## src/rtl/core/ebc_pkg.sv

```systemverilog
// shared types, coefficient table and microprogram for the eeg biquad cascade
package ebc_pkg;

  // fixed filter set and arithmetic constants
  localparam int COEF_SETS   = 4;
  localparam int COEF_TAPS   = 5;
  localparam int COEF_W      = 19;
  localparam int PROD_SHIFT  = 16;
  localparam int ROUND_HALF  = 32768;
  localparam int SAMPLE_W    = 12;
  localparam int X_FRAC      = 12;
  localparam int OUT_W       = 20;
  localparam int OUT_SHIFT   = 8;
  localparam int OUT_ROUND   = 128;
  localparam int SEC_W       = 2;
  localparam int PC_W        = 3;
  localparam int UPROG_LEN   = 8;
  localparam logic [SAMPLE_W-1:0] MIDPOINT_RESET = 12'h800;

  // coefficients in Q16: b0, b1, b2, a1, a2 for each section
  localparam logic signed [COEF_W-1:0] COEF_TAB [0:COEF_SETS-1][0:COEF_TAPS-1] = '{
    '{19'sd64644, -19'sd129288, 19'sd64644, -19'sd129288, 19'sd63765},
    '{19'sd65536,  19'sd131072, 19'sd65536,  -19'sd96698, 19'sd38464},
    '{19'sd65536, -19'sd131072, 19'sd65536, -19'sd111474, 19'sd51229},
    '{19'sd1826,     19'sd3652,  19'sd1826, -19'sd123494, 19'sd58495}
  };

  // microword field codes
  typedef enum logic [2:0] {CF_B0, CF_B1, CF_B2, CF_A1, CF_A2} coef_sel_t;
  typedef enum logic [1:0] {SRC_Z1, SRC_Z2, SRC_W} mul_src_t;
  typedef enum logic [2:0] {ACC_HOLD, ACC_LOAD_X, ACC_SUB, ACC_ADD, ACC_LOAD_P} acc_op_t;
  typedef enum logic [1:0] {JMP_NEXT, JMP_LOOP, JMP_END} jump_t;
  typedef enum logic {SEQ_IDLE, SEQ_RUN} seq_state_t;

  // one control word
  typedef struct packed {
    coef_sel_t coef;
    mul_src_t  src;
    logic      mul_en;
    acc_op_t   acc;
    logic      w_load;
    logic      sec_end;
    jump_t     jmp;
    logic      finish;
  } uword_t;

  // control bundle from sequencer to datapath
  typedef struct packed {
    uword_t             uw;
    logic               fire;
    logic               start;
    logic [SEC_W-1:0]   sec;
  } ebc_ctl_t;

  // per-section program: w = x - a1*z1 - a2*z2, y = b0*w + b1*z1 + b2*z2
  localparam uword_t UPROG [0:UPROG_LEN-1] = '{
    '{coef: CF_A1, src: SRC_Z1, mul_en: 1'b1, acc: ACC_LOAD_X, w_load: 1'b0,
      sec_end: 1'b0, jmp: JMP_NEXT, finish: 1'b0},
    '{coef: CF_A2, src: SRC_Z2, mul_en: 1'b1, acc: ACC_SUB, w_load: 1'b0,
      sec_end: 1'b0, jmp: JMP_NEXT, finish: 1'b0},
    '{coef: CF_B1, src: SRC_Z1, mul_en: 1'b1, acc: ACC_SUB, w_load: 1'b0,
      sec_end: 1'b0, jmp: JMP_NEXT, finish: 1'b0},
    '{coef: CF_B2, src: SRC_Z2, mul_en: 1'b1, acc: ACC_LOAD_P, w_load: 1'b1,
      sec_end: 1'b0, jmp: JMP_NEXT, finish: 1'b0},
    '{coef: CF_B0, src: SRC_W, mul_en: 1'b1, acc: ACC_ADD, w_load: 1'b0,
      sec_end: 1'b0, jmp: JMP_NEXT, finish: 1'b0},
    '{coef: CF_B0, src: SRC_W, mul_en: 1'b0, acc: ACC_ADD, w_load: 1'b0,
      sec_end: 1'b0, jmp: JMP_NEXT, finish: 1'b0},
    '{coef: CF_B0, src: SRC_W, mul_en: 1'b0, acc: ACC_HOLD, w_load: 1'b0,
      sec_end: 1'b1, jmp: JMP_LOOP, finish: 1'b0},
    '{coef: CF_B0, src: SRC_W, mul_en: 1'b0, acc: ACC_HOLD, w_load: 1'b0,
      sec_end: 1'b0, jmp: JMP_END, finish: 1'b1}
  };

  // coefficient lookup for one section and tap
  function automatic logic signed [COEF_W-1:0] coef_lookup(input logic [SEC_W-1:0] sec,
                                                           input coef_sel_t sel);
    logic signed [COEF_W-1:0] c;
    case (sel)
      CF_B0: c = COEF_TAB[sec][0];
      CF_B1: c = COEF_TAB[sec][1];
      CF_B2: c = COEF_TAB[sec][2];
      CF_A1: c = COEF_TAB[sec][3];
      CF_A2: c = COEF_TAB[sec][4];
      default: c = '0;
    endcase
    return c;
  endfunction

endpackage

```

## src/rtl/core/ebc_useq.sv

```systemverilog
// microcode sequencer: program counter, section counter and control rom
module ebc_useq #(
  parameter int SECTIONS = 4
) (
  input  logic              clk,
  input  logic              rst,
  input  logic              in_valid,
  output logic              in_stall,
  input  logic              out_blocked,
  output ebc_pkg::ebc_ctl_t ctl
);
  import ebc_pkg::*;

  localparam int NACT = (SECTIONS < COEF_SETS) ? SECTIONS : COEF_SETS;
  localparam logic [SEC_W-1:0] SEC_LAST = SEC_W'(NACT - 1);

  seq_state_t        state, state_next;
  logic [PC_W-1:0]   pc, pc_next;
  logic [SEC_W-1:0]  sec, sec_next;
  uword_t            uw;
  logic              accept;
  logic              fire;

  // control rom read
  assign uw     = UPROG[pc];
  assign accept = (state == SEQ_IDLE) && in_valid;
  assign fire   = (state == SEQ_RUN) && !(uw.finish && out_blocked);

  // next state
  always_comb begin
    state_next = state;
    case (state)
      SEQ_IDLE: begin
        if (in_valid) state_next = SEQ_RUN;
      end
      SEQ_RUN: begin
        if (fire && (uw.jmp == JMP_END)) state_next = SEQ_IDLE;
      end
      default: state_next = SEQ_IDLE;
    endcase
  end

  // step and section counters with conditional jump
  always_comb begin
    pc_next  = pc;
    sec_next = sec;
    if (accept) begin
      pc_next  = '0;
      sec_next = '0;
    end else if (fire) begin
      case (uw.jmp)
        JMP_NEXT: pc_next = pc + PC_W'(1);
        JMP_LOOP: begin
          if (sec == SEC_LAST) begin
            pc_next  = pc + PC_W'(1);
            sec_next = '0;
          end else begin
            pc_next  = '0;
            sec_next = sec + SEC_W'(1);
          end
        end
        JMP_END: pc_next = '0;
        default: pc_next = '0;
      endcase
    end
  end

  // outputs
  always_comb begin
    in_stall  = (state == SEQ_RUN);
    ctl.uw    = uw;
    ctl.fire  = fire;
    ctl.start = accept;
    ctl.sec   = sec;
  end

  always_ff @(posedge clk) begin
    if (rst) begin
      state <= SEQ_IDLE;
      pc    <= '0;
      sec   <= '0;
    end else begin
      state <= state_next;
      pc    <= pc_next;
      sec   <= sec_next;
    end
  end

endmodule

```

## src/rtl/core/ebc_datapath.sv

```systemverilog
// datapath: shared multiply-accumulate, delay store, clamps and output register
module ebc_datapath #(
  parameter int DELAY_WIDTH = 32,
  parameter int SAMPLE_BITS = 12
) (
  input  logic                                clk,
  input  logic                                rst,
  input  ebc_pkg::ebc_ctl_t                   ctl,
  input  logic                                cfg_write,
  input  logic [ebc_pkg::SAMPLE_W-1:0]        cfg_data,
  input  logic [ebc_pkg::SAMPLE_W-1:0]        raw_sample,
  input  logic                                out_stall,
  output logic                                out_valid,
  output logic signed [ebc_pkg::OUT_W-1:0]    filtered_sample,
  output logic                                saturated,
  output logic                                out_blocked
);
  import ebc_pkg::*;

  localparam int DW     = DELAY_WIDTH;
  localparam int PROD_W = DW + COEF_W;
  // rounded product and accumulator share one width (three guard bits over DW)
  localparam int ACC_W  = PROD_W - PROD_SHIFT;
  localparam int DIFF_W = SAMPLE_W + 1;
  localparam int Q_W    = ACC_W + 1 - OUT_SHIFT;
  localparam logic [SAMPLE_W-1:0] SMASK =
    (SAMPLE_BITS >= SAMPLE_W) ? {SAMPLE_W{1'b1}} : SAMPLE_W'((1 << SAMPLE_BITS) - 1);

  logic [SAMPLE_W-1:0]       midpoint;
  logic [SAMPLE_W-1:0]       raw_m, mid_m;
  logic signed [DIFF_W-1:0]  diff;
  logic signed [ACC_W-1:0]   x_in;
  logic signed [ACC_W-1:0]   xreg;
  logic signed [ACC_W-1:0]   acc, acc_next;
  logic signed [DW-1:0]      z1_mem [COEF_SETS];
  logic signed [DW-1:0]      z2_mem [COEF_SETS];
  logic signed [DW-1:0]      z1, z2, w;
  logic signed [DW-1:0]      mul_op;
  logic signed [COEF_W-1:0]  coef_v;
  logic signed [PROD_W-1:0]  prod, prod_mul, prod_rnd_sum;
  logic signed [ACC_W-1:0]   rnd;
  logic                      acc_fits;
  logic signed [DW-1:0]      acc_clamp;
  logic                      sat_acc;
  logic signed [ACC_W:0]     out_sum;
  logic signed [Q_W-1:0]     out_q;
  logic                      out_fits;
  logic signed [OUT_W-1:0]   out_clamp;

  // centered input scaled to Q12
  always_comb begin
    raw_m = raw_sample & SMASK;
    mid_m = midpoint & SMASK;
    diff  = $signed({1'b0, raw_m}) - $signed({1'b0, mid_m});
    x_in  = {{(ACC_W - DIFF_W - X_FRAC){diff[DIFF_W-1]}}, diff, {X_FRAC{1'b0}}};
  end

  // operand select and multiplier
  always_comb begin
    z1     = z1_mem[ctl.sec];
    z2     = z2_mem[ctl.sec];
    coef_v = coef_lookup(ctl.sec, ctl.uw.coef);
    case (ctl.uw.src)
      SRC_Z1:  mul_op = z1;
      SRC_Z2:  mul_op = z2;
      SRC_W:   mul_op = w;
      default: mul_op = w;
    endcase
    prod_mul = PROD_W'(coef_v) * PROD_W'(mul_op);
  end

  // round registered product to Q12, nearest with ties upward
  always_comb begin
    prod_rnd_sum = prod + PROD_W'(ROUND_HALF);
    rnd          = prod_rnd_sum[PROD_W-1:PROD_SHIFT];
  end

  // accumulator update
  always_comb begin
    case (ctl.uw.acc)
      ACC_HOLD:   acc_next = acc;
      ACC_LOAD_X: acc_next = xreg;
      ACC_SUB:    acc_next = acc - rnd;
      ACC_ADD:    acc_next = acc + rnd;
      ACC_LOAD_P: acc_next = rnd;
      default:    acc_next = acc;
    endcase
  end

  // clamp accumulator to the delay word range
  always_comb begin
    acc_fits = (&acc[ACC_W-1:DW-1]) || !(|acc[ACC_W-1:DW-1]);
    if (acc_fits) begin
      acc_clamp = acc[DW-1:0];
    end else if (acc[ACC_W-1]) begin
      acc_clamp = {1'b1, {(DW-1){1'b0}}};
    end else begin
      acc_clamp = {1'b0, {(DW-1){1'b1}}};
    end
  end

  // final Q12 to Q4 rounding and 20-bit clamp
  always_comb begin
    out_sum  = (ACC_W+1)'(xreg) + (ACC_W+1)'(OUT_ROUND);
    out_q    = out_sum[ACC_W:OUT_SHIFT];
    out_fits = (&out_q[Q_W-1:OUT_W-1]) || !(|out_q[Q_W-1:OUT_W-1]);
    if (out_fits) begin
      out_clamp = out_q[OUT_W-1:0];
    end else if (out_q[Q_W-1]) begin
      out_clamp = {1'b1, {(OUT_W-1){1'b0}}};
    end else begin
      out_clamp = {1'b0, {(OUT_W-1){1'b1}}};
    end
  end

  assign out_blocked = out_valid && out_stall;

  // midpoint register
  always_ff @(posedge clk) begin
    if (rst) begin
      midpoint <= MIDPOINT_RESET;
    end else if (cfg_write) begin
      midpoint <= cfg_data;
    end
  end

  // delay store, cleared on reset
  always_ff @(posedge clk) begin
    if (rst) begin
      for (int i = 0; i < COEF_SETS; i++) begin
        z1_mem[i] <= '0;
        z2_mem[i] <= '0;
      end
    end else if (ctl.fire && ctl.uw.sec_end) begin
      z1_mem[ctl.sec] <= w;
      z2_mem[ctl.sec] <= z1;
    end
  end

  // working registers
  always_ff @(posedge clk) begin
    if (ctl.start) begin
      xreg <= x_in;
    end else if (ctl.fire && ctl.uw.sec_end) begin
      xreg <= ACC_W'(acc_clamp);
    end
    if (ctl.fire) begin
      acc <= acc_next;
      if (ctl.uw.mul_en) prod <= prod_mul;
      if (ctl.uw.w_load) w <= acc_clamp;
    end
  end

  // clip flag for the transaction in flight
  always_ff @(posedge clk) begin
    if (rst) begin
      sat_acc <= 1'b0;
    end else if (ctl.start) begin
      sat_acc <= 1'b0;
    end else if (ctl.fire && (ctl.uw.w_load || ctl.uw.sec_end) && !acc_fits) begin
      sat_acc <= 1'b1;
    end
  end

  // output register
  always_ff @(posedge clk) begin
    if (rst) begin
      out_valid <= 1'b0;
    end else if (ctl.fire && ctl.uw.finish) begin
      out_valid <= 1'b1;
    end else if (out_valid && !out_stall) begin
      out_valid <= 1'b0;
    end
  end

  always_ff @(posedge clk) begin
    if (ctl.fire && ctl.uw.finish) begin
      filtered_sample <= out_clamp;
      saturated       <= sat_acc || !out_fits;
    end
  end

endmodule

```

## src/rtl/core/eeg_bandpass_biquad_cascade.sv

```systemverilog
// top level of the eeg band-pass biquad cascade
//
// Input channel: raw_sample with in_valid/in_stall; a transaction completes
// on a rising edge with in_valid high and in_stall low. The midpoint set by
// cfg_write/cfg_data is subtracted, then the sample runs through the biquad
// sections on one shared multiplier driven by a small microprogram.
// Output channel: filtered_sample (Q4, saturated to 20 bits) and saturated,
// with out_valid/out_stall; one result per input transaction.
// Sequence: each of the min(SECTIONS,4) active sections forms five products
// through the one multiply-accumulate unit, then clamps and writes back its
// delays; a final step forms the output. A new sample is accepted only once
// the current one has finished, as in_stall stays high while it runs.
// Sections beyond the fourth pass their input through and cost nothing.
// A finished result sits in the output register while the receiver stalls;
// the next sample is still accepted and computed, and only its last step
// waits until the output register frees up.
// Reset (rst, synchronous) clears the delay store, sets the midpoint to 2048
// and drops out_valid and in_stall. Write the midpoint only while idle.
module eeg_bandpass_biquad_cascade #(
  parameter int SECTIONS    = 4,
  parameter int DELAY_WIDTH = 32,
  parameter int SAMPLE_BITS = 12
) (
  input  logic                             clk,
  input  logic                             rst,
  input  logic                             cfg_write,
  input  logic [ebc_pkg::SAMPLE_W-1:0]     cfg_data,
  input  logic [ebc_pkg::SAMPLE_W-1:0]     raw_sample,
  input  logic                             in_valid,
  output logic                             in_stall,
  output logic signed [ebc_pkg::OUT_W-1:0] filtered_sample,
  output logic                             saturated,
  output logic                             out_valid,
  input  logic                             out_stall
);
  import ebc_pkg::*;

  ebc_ctl_t ctl;
  logic     out_blocked;

  // step sequencer
  ebc_useq #(
    .SECTIONS (SECTIONS)
  ) u_useq (
    .clk         (clk),
    .rst         (rst),
    .in_valid    (in_valid),
    .in_stall    (in_stall),
    .out_blocked (out_blocked),
    .ctl         (ctl)
  );

  // arithmetic and storage
  ebc_datapath #(
    .DELAY_WIDTH (DELAY_WIDTH),
    .SAMPLE_BITS (SAMPLE_BITS)
  ) u_datapath (
    .clk             (clk),
    .rst             (rst),
    .ctl             (ctl),
    .cfg_write       (cfg_write),
    .cfg_data        (cfg_data),
    .raw_sample      (raw_sample),
    .out_stall       (out_stall),
    .out_valid       (out_valid),
    .filtered_sample (filtered_sample),
    .saturated       (saturated),
    .out_blocked     (out_blocked)
  );

endmodule
```

## config.mk

```make
export PLATFORM = sky130hd
export DESIGN_NAME = eeg_bandpass_biquad_cascade
export DESIGN_NICKNAME = d
export VERILOG_FILES = /design/src/rtl/core/ebc_pkg.sv /design/src/rtl/core/ebc_useq.sv /design/src/rtl/core/ebc_datapath.sv /design/src/rtl/core/eeg_bandpass_biquad_cascade.sv
export SDC_FILE = /design/constraint.sdc
export NUM_CORES = 2
export LEC_CHECK = 0
export BUFFER_PORTS_ARGS = -buffer_cell sky130_fd_sc_hd__buf_2
export CORE_AREA = 2 2 329 331
export DETAILED_ROUTE_END_ITERATION = 6
export DIE_AREA = 0 0 331 333
export PLACE_DENSITY_LB_ADDON = 0.12
export SKIP_CTS_REPAIR_TIMING = 1
export SLEW_MARGIN = 30
export SYNTH_ARGS = -nofsm -noshare
export SYNTH_HDL_FRONTEND = slang
export SYNTH_HIERARCHICAL = 1
export SYNTH_SLANG_ARGS = --single-unit
```

## constraint.sdc

```tcl
create_clock -name clk -period 10.1 [get_ports clk]
set_input_delay 2.02 -clock clk [delete_from_list [all_inputs] [get_ports clk]]
set_output_delay 2.02 -clock clk [all_outputs]
set_load 0.05 [all_outputs]
```

Word level (Yosys, flattened, before mapping) --
Memory sizes are Yosys's and may differ from the RTL's. A register that Yosys moved wholly into a read port is not among the register bits. Cells that the tools add are included.
Storage, ports and cells: flip-flop bits (word level) 194, bits in latches 0, bits in writable memories 256, bits in read-only memories 112, input bits 29, output and inout port bits 23, memories 3
Memory list:
- u_datapath.z1_mem | depth 4, bits a word 32, rd ports 1, clocked after memory_dff 1, write ports 4, line ebc_datapath.sv:35 | logic signed [DW-1:0] z1_mem [COEF_SETS];
- u_datapath.z2_mem | depth 4, bits a word 32, rd ports 1, clocked after memory_dff 1, write ports 4, line ebc_datapath.sv:36 | logic signed [DW-1:0] z2_mem [COEF_SETS];
- (no name shown) | depth 8, bits a word 14, rd ports 1, clocked after memory_dff 0, write ports 0, line ebc_useq.sv:25 | assign uw = UPROG[pc];
Cells by class: add/sub/neg operators 7, multipliers 1, div/mod/pow operators 0, $lt $le $gt $ge 2, equal/unequal tests 12, shifts and indexed selects 0, mux-type cells 37, bitwise operators 3, reduce and logical (&&, ||, !) cells 37
Operators by type and width (number):
- $bmux W95 S2 | 1
- $mux W95 | 2
- $pmux W35 S4 | 1
- $mux W32 | 4
- $pmux W19 S5 | 1
- $mux W35 | 2
- $pmux W32 S2 | 1
- $reduce_or A32 Y1 | 2
- $add A51 B17 Y51 const B | 1
- $mul A19 B32 Y51 | 1
- $mux W20 | 2
- $add A35 B9 Y36 const B | 1
- $add A35 B35 Y35 | 1
- $sub A35 B35 Y35 | 1
- $mux W14 | 2
- $mux W2 | 7
- $sub A12 B12 Y13 | 1
- $eq A3 B2 Y1 const B | 4
- $mux W1 | 11
- $logic_and A1 B1 Y1 | 10
- $reduce_and A9 Y1 | 1
- $reduce_or A9 Y1 | 1
- $reduce_and A2 Y1 | 4
- $eq A3 B1 Y1 const B | 2
- other kinds (22) | 35

Depth between registers and ports, before layout --
word-level depth 13, depth in mapped cells 34, gate-level depth less buffers 32

Hierarchy --
The synthesis kept the hierarchy.
By module, submodules not included:
- ebc_datapath | instances 1, cells an instance 4198, area each 43086.3 um2
- ebc_useq | instances 1, cells an instance 59, area each 478.0 um2

Worst setup path after synthesis --
No wires, ideal clock.
path kind reg-to-reg, start point register u_useq.sec[1], end point register u_datapath.prod[40], data pin, setup time 0.265 ns, arrival time 8.483 ns, data required time 9.835 ns, setup slack 1.352 ns, stages on the path, launching flop included 33, path buffers 5, path through dfxtp_1 buf_2 buf_1 clkbuf_1 inv_1 ha_1 nor4b_1 or2_2 clkbuf_1 clkbuf_1 nand2_1 fa_1 inv_1 fa_1 inv_1 fa_1 inv_1 fa_1 fa_1 fa_1 inv_1 fa_1 inv_1 ha_1 nand4_1 a21oi_1 o221ai_1 o21a_2 o21ai_2 a21oi_4 o21ai_0 a21oi_1 xnor2_1
Between the ends: longest elaborated chain between the ends 6
RTL lines:
- start: declaration | line ebc_useq.sv:19 | logic [SEC_W-1:0] sec, sec_next;
- start signal: assignment | line ebc_useq.sv:85 | sec <= sec_next;
- $not A2 Y3 (implied by the code)
- $bmux W95 S2
- $mux W95 (implied by the code) (2 in series) | line ebc_pkg.sv:81 | CF_B1: c = COEF_TAB[sec][1];
- $pmux W19 S5 | line ebc_pkg.sv:79 | case (sel)
- $mul A19 B32 Y51 | line ebc_datapath.sv:69 | prod_mul = PROD_W'(coef_v) * PROD_W'(mul_op);
- named net u_datapath.prod_mul[40] | line ebc_datapath.sv:40 | logic signed [PROD_W-1:0] prod, prod_mul, prod_rnd_sum;
- end signal: assignment | line ebc_datapath.sv:149 | if (ctl.uw.mul_en) prod <= prod_mul;
- end: declaration | line ebc_datapath.sv:40
The timed path passes the listed nets, and every way through them passes these cells. The select of a mux whose other input is x is not followed. A chain may end at the register's enable or synchronous reset.

==> results_dict.tcl <==
set metrics [dict create \
    grt_pass1_vias 32097 \
    cp.required_ns 10.51 \
    run_status "finished, final reports clean" \
    die_h_um 333 \
    io_buffer_count 51 \
    via_count 30610 \
    numClockSinks 432 \
    gp_congestion 0.895 \
    ys_warn_count 6 \
    slew-limit-headroom_pct 32.9 \
    syn_inst 4256 \
    worstSkewPairLatency_ns 0.59 \
    place_area_sq_mm 0.0458 \
    die_area_sq_mm 0.110 \
    r2r-end "u_datapath/prod[48]$_DFFE_PP_" \
    ant_nets 0 \
    r2r_cells 26 \
    r2r-start "u_useq/pc[0]$_SDFFE_PP0N_" \
    syn-cell-area_sq_mm 0.0436 \
    wire_per_inst_um 23.0 \
    clk_pin_slew_worst_paths_ns 0.07 \
    clockBufferDepth 3 \
    grt_overflow 0 \
    fp-row-count 120 \
    hold_path_class "flop to flop" \
    syn_avg_cell_area_sq_um 10.2 \
    core_sq_mm 0.107 \
    worst_ep_arrival_time_ns 9.85 \
    setup_viol 0 \
    setup_tns_ns 0 \
    crit_fanout 20 \
    finClkSkew_ns 0.0152 \
    cts_tree "yes" \
    max_freq_mhz 106 \
    drt_drc_violations_left 0 \
    num_io_pins 52 \
    areaGrowthSynthToFinish_pct 8.37 \
    grt_pass1_wl_mm 202 \
    design_area_sq_mm 0.0472 \
    vias_per_cell 5.39 \
    drt_iter0_markers 2449 \
    final.min_clock_period_ns 9.44 \
    tightest_slew_ns 1.01 \
    start_kind "flop" \
    fin_util_pct 44.3 \
    endpoint "u_datapath/prod[48]$_DFFE_PP_" \
    min_period_over_period_pct 93.5 \
    grt_max_degree 78 \
    clock-root-buffer "clkbuf_16" \
    fp.dieW_um 331 \
    hpwl_mm 98.8 \
    htreeDepth 2 \
    path_class "flop to flop" \
    antenna_found_initial 6 \
    startpoint "u_useq/pc[0]$_SDFFE_PP0N_" \
    start_util_pct 40.9 \
    hold_viol 0 \
    num_antenna_cells 0 \
    cts_buffers 43 \
    wl_mm 131 \
    drive_gt1_share_pct 8.09 \
    nets 5062 \
    syn_nets 5073 \
    slew_viol_final 0 \
    r2r_setup_slack_ns 0.66 \
    end_kind "flop" \
    maxCapViolCount 0 \
    first_pass_iters 5 \
    track_usage_pct 24.3 \
    rsz0062_at_grt "no" \
]
-- state kept, by name, indices dropped and copies added (netlist names), 2 cells and up --
| signal | flops |
|---|---|
| u_datapath/z2_mem | 128 |
| u_useq/pc | 3 |
| u_datapath/z1_mem | 128 |
| u_datapath/xreg | 32 |
| u_datapath/mid_m | 12 |
| u_datapath/prod | 36 |
| u_datapath/acc | 35 |
| u_useq/sec | 2 |
| u_datapath/filtered_sample | 20 |
| u_datapath/w | 32 |
-- worst min-delay path by stage --
stage | from | endpoint | cells past startpoint
6_report | u_datapath/xreg[2]$_SDFFE_PP0P_ | u_datapath/xreg[2]$_SDFFE_PP0P_ | 2
5_1_grt | u_datapath/xreg[5]$_SDFFE_PP0P_ | u_datapath/xreg[5]$_SDFFE_PP0P_ | 2
4_1_cts | u_datapath/xreg[2]$_SDFFE_PP0P_ | u_datapath/xreg[2]$_SDFFE_PP0P_ | 2
3_5_place_dp | u_datapath/xreg[2]$_SDFFE_PP0P_ | u_datapath/xreg[2]$_SDFFE_PP0P_ | 2
3_3_place_gp | u_datapath/xreg[2]$_SDFFE_PP0P_ | u_datapath/xreg[2]$_SDFFE_PP0P_ | 2
2_1_floorplan | u_datapath/xreg[2]$_SDFFE_PP0P_ | u_datapath/xreg[2]$_SDFFE_PP0P_ | 2
-- stage by stage --
step | hold slack, ns | setup WS, ns | cells
2_1_floorplan | 0.436 | 1.35 | 4256
3_3_place_gp | 0.450 | 0.795 | 5603
3_5_place_dp | 0.450 | 0.809 | 5603
4_1_cts | 0.460 | 0.728 | 5681
5_1_grt | 0.474 | 0.109 | 5681
6_report | 0.460 | 0.658 | 5681
-- layer usage --
metal	GRT usage [%]	up-vias	wire [um]
met5	0	-	0
met4	5.81	0	3450
met3	2.40	175	6300
met2	39.8	786	63200
met1	34.7	15798	57900
li1	-	13851	-
-- cell usage in the layout, fill, tap and decap left out, types with 21 or more instances in the layout --
master,count
a21o_1,76
a21oi_1,113
and2_1,265
and3_1,84
buf_2,51
buf_4,94
clkbuf_16,45
dfxtp_1,29
edfxtp_1,400
fa_1,591
ha_1,197
inv_1,652
mux2i_1,45
mux4_2,64
nand2_1,525
nand2b_1,21
nand3_1,41
nand4_1,32
nor2_1,296
nor2b_1,23
nor3_1,30
o21a_1,35
o21ai_0,101
o221ai_1,28
xnor2_1,101
xor2_1,58
-- cell type report --
class / instances / area, sq um
Fill cell: 10355 / 59400
Inverter: 655 / 2460
Clock buffer: 54 / 1160
Clock inverter: 24 / 231
Tap cell: 1403 / 1760
Multi-Input combinational cell: 2958 / 27800
Timing Repair Buffer: 155 / 1140
Sequential cell: 432 / 12700
-- critical path: stages (launching register included) --
cell	delay, ns
dfxtp_1	0.39
inv_1	0.14
ha_1	0.36
nor2_1	0.41
buf_4	0.30
nand2_1	0.10
and3_1	0.27
or2_2	0.57
and2_1	0.29
fa_1	0.50
fa_1	0.55
inv_1	0.06
fa_1	0.48
inv_1	0.05
fa_1	0.48
fa_1	0.59
fa_1	0.42
ha_1	0.29
ha_1	0.44
and3_1	0.24
nor2b_1	0.58
nand4_1	0.16
nor2_1	0.47
nor2_1	0.17
o221ai_1	0.50
a2111oi_0	0.21
nor3_1	0.22
Power is not shown: default switching activity piles up to over one toggle a cycle in this logic, so the estimate is an artifact.
